**src/hw/rtl/rotate_point_about_center_unit_defines.svh**
```systemverilog
// ============================================================================
// Assertion macros for the point rotation unit
// Shared checks written as concurrent assertions on a clock and a reset.
// ============================================================================
`ifndef ROTATE_POINT_ABOUT_CENTER_UNIT_DEFINES_SVH
`define ROTATE_POINT_ABOUT_CENTER_UNIT_DEFINES_SVH

// Same-cycle implication, disabled while reset is high.
`define RPAC_ASSERT_HOLDS(label, clk, rst, ante, cons, msg) \
   label: assert property (@(posedge clk) disable iff (rst) (ante) |-> (cons)) \
      else $error(msg);

// Next-cycle implication, disabled while reset is high.
`define RPAC_ASSERT_NEXT(label, clk, rst, ante, cons, msg) \
   label: assert property (@(posedge clk) disable iff (rst) (ante) |=> (cons)) \
      else $error(msg);

`endif

```
**src/hw/rtl/rpac_pkg.sv**
```systemverilog
// ============================================================================
// rpac_pkg
// Types, angle table and gain constants for the point rotation unit.
// ============================================================================
package rpac_pkg;

   localparam int GUARD_BITS  = 8;
   localparam int GAIN_SHIFT  = 30;
   localparam int ANGLE_WIDTH = 16;
   localparam int ZWIDTH      = 32;
   localparam int MIN_STAGES  = 8;
   localparam int MAX_STAGES  = 30;
   localparam int GAIN_ENTRIES = 8;

   // Quadrant picked from the top angle bits (angle rounded to a quarter turn)
   typedef enum logic [1:0] {
      QUAD_0   = 2'd0,
      QUAD_90  = 2'd1,
      QUAD_180 = 2'd2,
      QUAD_270 = 2'd3
   } quad_type;

   // Angle accumulator, units of 2^-32 turn
   typedef logic signed [ZWIDTH-1:0] angle_acc_type;

   typedef logic [GAIN_SHIFT-1:0] gain_type;

   // atan(2^-i) in units of 2^-32 turn, rounded to nearest
   localparam angle_acc_type ATAN_TURN32 [MAX_STAGES] = '{
      32'sd536870912, 32'sd316933406, 32'sd167458907, 32'sd85004756,
      32'sd42667331,  32'sd21354465,  32'sd10679838,  32'sd5340245,
      32'sd2670163,   32'sd1335087,   32'sd667544,    32'sd333772,
      32'sd166886,    32'sd83443,     32'sd41722,     32'sd20861,
      32'sd10430,     32'sd5215,      32'sd2608,      32'sd1304,
      32'sd652,       32'sd326,       32'sd163,       32'sd81,
      32'sd41,        32'sd20,        32'sd10,        32'sd5,
      32'sd3,         32'sd1
   };

   // 1/K in Q30 for 8..14 stages; 15 and up use the last entry
   localparam gain_type GAIN_Q30 [GAIN_ENTRIES] = '{
      30'd652039507, 30'd652034532, 30'd652033289, 30'd652032978,
      30'd652032900, 30'd652032881, 30'd652032876, 30'd652032874
   };

endpackage

```
**src/hw/rtl/rpac_cordic_stage.sv**
```systemverilog
// ============================================================================
// rpac_cordic_stage
// One registered CORDIC micro-rotation: shift-add on x/y, table step on z.
// ============================================================================
module rpac_cordic_stage #(
   parameter int                     DATA_WIDTH = 44,
   parameter int                     SHIFT      = 0,
   parameter rpac_pkg::angle_acc_type ANGLE     = 32'sd0
) (
   input  logic                           clock,
   input  logic                           load,
   input  logic signed [DATA_WIDTH-1:0]   src_x,
   input  logic signed [DATA_WIDTH-1:0]   src_y,
   input  rpac_pkg::angle_acc_type        src_z,
   output logic signed [DATA_WIDTH-1:0]   x_ff,
   output logic signed [DATA_WIDTH-1:0]   y_ff,
   output rpac_pkg::angle_acc_type        z_ff
);

   logic                         turn_ccw;
   logic signed [DATA_WIDTH-1:0] x_shr;
   logic signed [DATA_WIDTH-1:0] y_shr;
   logic signed [DATA_WIDTH-1:0] x_in;
   logic signed [DATA_WIDTH-1:0] y_in;
   rpac_pkg::angle_acc_type      z_in;

   // residual >= 0 rotates counterclockwise; shifts floor
   always_comb begin
      turn_ccw = !src_z[rpac_pkg::ZWIDTH-1];
      x_shr    = src_x >>> SHIFT;
      y_shr    = src_y >>> SHIFT;
      if (turn_ccw) begin
         x_in = src_x - y_shr;
         y_in = src_y + x_shr;
         z_in = src_z - ANGLE;
      end else begin
         x_in = src_x + y_shr;
         y_in = src_y - x_shr;
         z_in = src_z + ANGLE;
      end
   end

   always_ff @(posedge clock) begin
      if (load) begin
         x_ff <= x_in;
         y_ff <= y_in;
         z_ff <= z_in;
      end
   end

endmodule

```
**config.mk**
```make
export PLATFORM = sky130hd
export DESIGN_NAME = rpac_cordic_stage
export DESIGN_NICKNAME = d
export VERILOG_FILES = /design/src/hw/rtl/rotate_point_about_center_unit_defines.svh /design/src/hw/rtl/rpac_pkg.sv /design/src/hw/rtl/rpac_cordic_stage.sv
export SDC_FILE = /design/constraint.sdc
export NUM_CORES = 1
export LEC_CHECK = 0
export ABC_AREA = 1
export BUFFER_PORTS_ARGS = -buffer_cell sky130_fd_sc_hd__buf_4
export CAP_MARGIN = 20
export CORE_MARGIN = 2
export CORE_UTILIZATION = 40
export CTS_CLUSTER_SIZE = 40
export DETAILED_ROUTE_END_ITERATION = 6
export HOLD_SLACK_MARGIN = 0.12
export PLACE_DENSITY = 0.66
export SLEW_MARGIN = 20
export SYNTH_ARGS = -nofsm -noshare
export SYNTH_HDL_FRONTEND = slang
export SYNTH_SLANG_ARGS = --single-unit
```
**constraint.sdc**
```tcl
create_clock -name clock -period 1.94 [get_ports clock]
set_input_delay 0.194 -clock clock [delete_from_list [all_inputs] [get_ports clock]]
set_output_delay 0.194 -clock clock [all_outputs]
set_load 0.05 [all_outputs]
```
==> results_dict.tcl <==
set metrics [dict create \
    crit_fanout 10 \
    vias 18100 \
    final_cell_mix "nand2_1, buf_4, inv_1" \
    grt_max_degree 74 \
    routed_via_density 5.08 \
    startpoint "src_x[18]" \
    min_from "src_y[0]" \
    status "complete, no violations" \
    antenna_found_initial 0 \
    slew_headroom_pct 61.3 \
    io_buffer_count 241 \
    die_w_um 196 \
    io_pins 242 \
    slew_viol_final 0 \
    stdcell_count 3559 \
    cp_slowest_cell "o21ai_0" \
    drive_gt1_share_pct 32.3 \
    required_ps 2150 \
    max_stage_delay_ps 490 \
    drt-initial-drc-count 1259 \
    hold_class "in -> reg" \
    die-area_um2 38600 \
    grt_remaining_overflow 0 \
    die_h_um 196 \
    synthesis.nets 2641 \
    row_count 70 \
    ir_worst_vdd_mv 0.665 \
    path_class "in -> reg" \
    grt_use_total_pct 32.9 \
    ys_ff_latch 119 \
    finalCriticalPeriod_ps 1920 \
    n_antenna_cell 0 \
    netlist_area_um2 14800 \
    synth_cell_types 48 \
    antenna_left 0 \
    holdWs_ps 152 \
    place.detailed.hpwl_mm 53.6 \
    synth_top_area_share_pct 24.1 \
    clk_pin_slew_ps 70 \
    final_common_cell "nand2_1" \
    ys_seq_area_share_pct 24.1 \
    cts_buffers 17 \
    crit_family "simple AND/OR/NAND/NOR gates" \
    tightest_slew_ps 575 \
    drc_errors 0 \
    crit_top_cell "nand2_1" \
    gp_congestion 1.03 \
    syn_inst 2372 \
    p_leak_uw 0.0118 \
    hold_viol 0 \
    startpoint_type "input pin" \
    initial_core_util_pct 40.5 \
    cts_tree "yes" \
    fillerInstances 3516 \
    powerDensity_nw_per_um2 623 \
    drtPass1Iterations 6 \
    setup_viol 0 \
    cts-root-buf "clkbuf_16" \
    finalCritPeriodShare_pct 98.9 \
    synth_edf_count 119 \
    cts_htree_levels 4 \
    yosys.area.top_type "edfxtp_1" \
    synth_area_leaders "edfxtp_1, nand2_1, ha_1" \
    fmax_mhz 521 \
    wl_per_cell_um 18.0 \
    area_growth_syn_to_layout_pct 49.7 \
    syn_avg_cell_area_um2 6.24 \
    path_cells "buf_4 -> inv_1 -> ha_4 -> nand2_1 -> o21ai_0 -> buf_4 -> a21oi_4 -> nand2_1 -> nand2_1 -> nand2_1 -> nand2_1 -> nand3_1 -> nand2_1" \
    cp-end-kind "register" \
    async_reset_ff_share_pct 0 \
    placed_cells 3483 \
    grt_pass1_vias 17600 \
    ctsLongestPathBuffers 2 \
    path_buf_inv 3 \
    grt_pass1_wl_mm 96.2 \
    total_power_uw 13800 \
    tns_ps 0 \
    core_um2 36500 \
    layout.nets 3347 \
    cap_violations 0 \
    ys.flop_type "edfxtp_1" \
    routed_wl_mm 64.2 \
    clock_sinks 119 \
    critPathArrivalTime_ps 2130 \
    ys_warn_count 0 \
]
[cells in the mapped netlist (4+ instances only)]
cell / count
o22ai_1: 10
o21ai_2: 7
edfxtp_1: 119
inv_2: 4
nand2_2: 15
ha_1: 144
nand2_1: 803
nor2_2: 35
o21ai_0: 80
xor2_1: 24
buf_6: 15
nor2_1: 207
a21oi_1: 130
o21ai_1: 6
nor3_1: 8
or2_1: 4
buf_4: 23
nand3_2: 4
and2_1: 5
nand3_1: 209
clkbuf_1: 10
inv_1: 409
nand4_1: 23
o21bai_1: 29
a21oi_2: 5
buf_2: 9
[cells by family after synthesis]
group | after synthesis | share of synthesized area (%)
XOR/XNOR | 26 | 1.54
AO/OA/AOI/OAI | 278 | 10.5
flip-flops | 119 | 24.1
multiplexers | 2 | 0.135
adder cells (fa/ha/maj) | 147 | 12.6
AND/OR/NAND/NOR | 1327 | 37.7
buffers and inverters | 473 | 13.4
[routing by layer]
metal	GRT usage, %	share of wire, %
met1	42.7	43
met2	56.9	47
met3	3.39	6.0
met4	11.5	3.7
met5	0	0
[final timing paths]
check | end | slack (ps) | depth (start not counted)
worst min-delay path | x_ff[0]$_DFFE_PP_ | 150 | 3
worst max-delay path | x_ff[36]$_DFFE_PP_ | 20 | 13
[power by group]
group / internal (µW) / switching [µW] / total, µW
logic: 2690 / 4460 / 7150
clock network: 1900 / 1380 / 3280
registers: 3250 / 114 / 3370
[through the flow]
step           worst slack, ps  area [µm²]  utilization (%)
2_1_floorplan             37.9       14800                -
3_3_place_gp              -833       20300             55.5
3_5_place_dp              -762       20300             55.5
4_1_cts                  -10.1       21400             58.5
5_1_grt                  -24.0       22200             60.7
6_report                  21.2       22200             60.7
[area by class of cell]
| class | instances | area [µm²] | share of cell area (%) |
|---|---|---|---|
| Tap cell | 468 | 586 | 2.64 |
| Timing Repair Buffer | 746 | 5740 | 25.9 |
| Clock buffer | 18 | 429 | 1.94 |
| Multi-Input combinational cell | 1780 | 10100 | 45.7 |
| Clock inverter | 14 | 150 | 0.677 |
| Inverter | 414 | 1550 | 7.01 |
| Sequential cell | 119 | 3570 | 16.1 |
[sequential cells by signal (all words and copies together) (netlist names)]
signal  count
x_ff       44
y_ff       43
z_ff       32
[repair_timing]
item,4_1_cts,5_1_grt
gates resized for setup,42,191
buffers inserted,3,8
hold buffers,33,0
endpoints found under the hold margin,33,0
setup endpoints to repair,59,69
pin swaps,3,21
No activity file was read; power rests on OpenSTA's default activity.
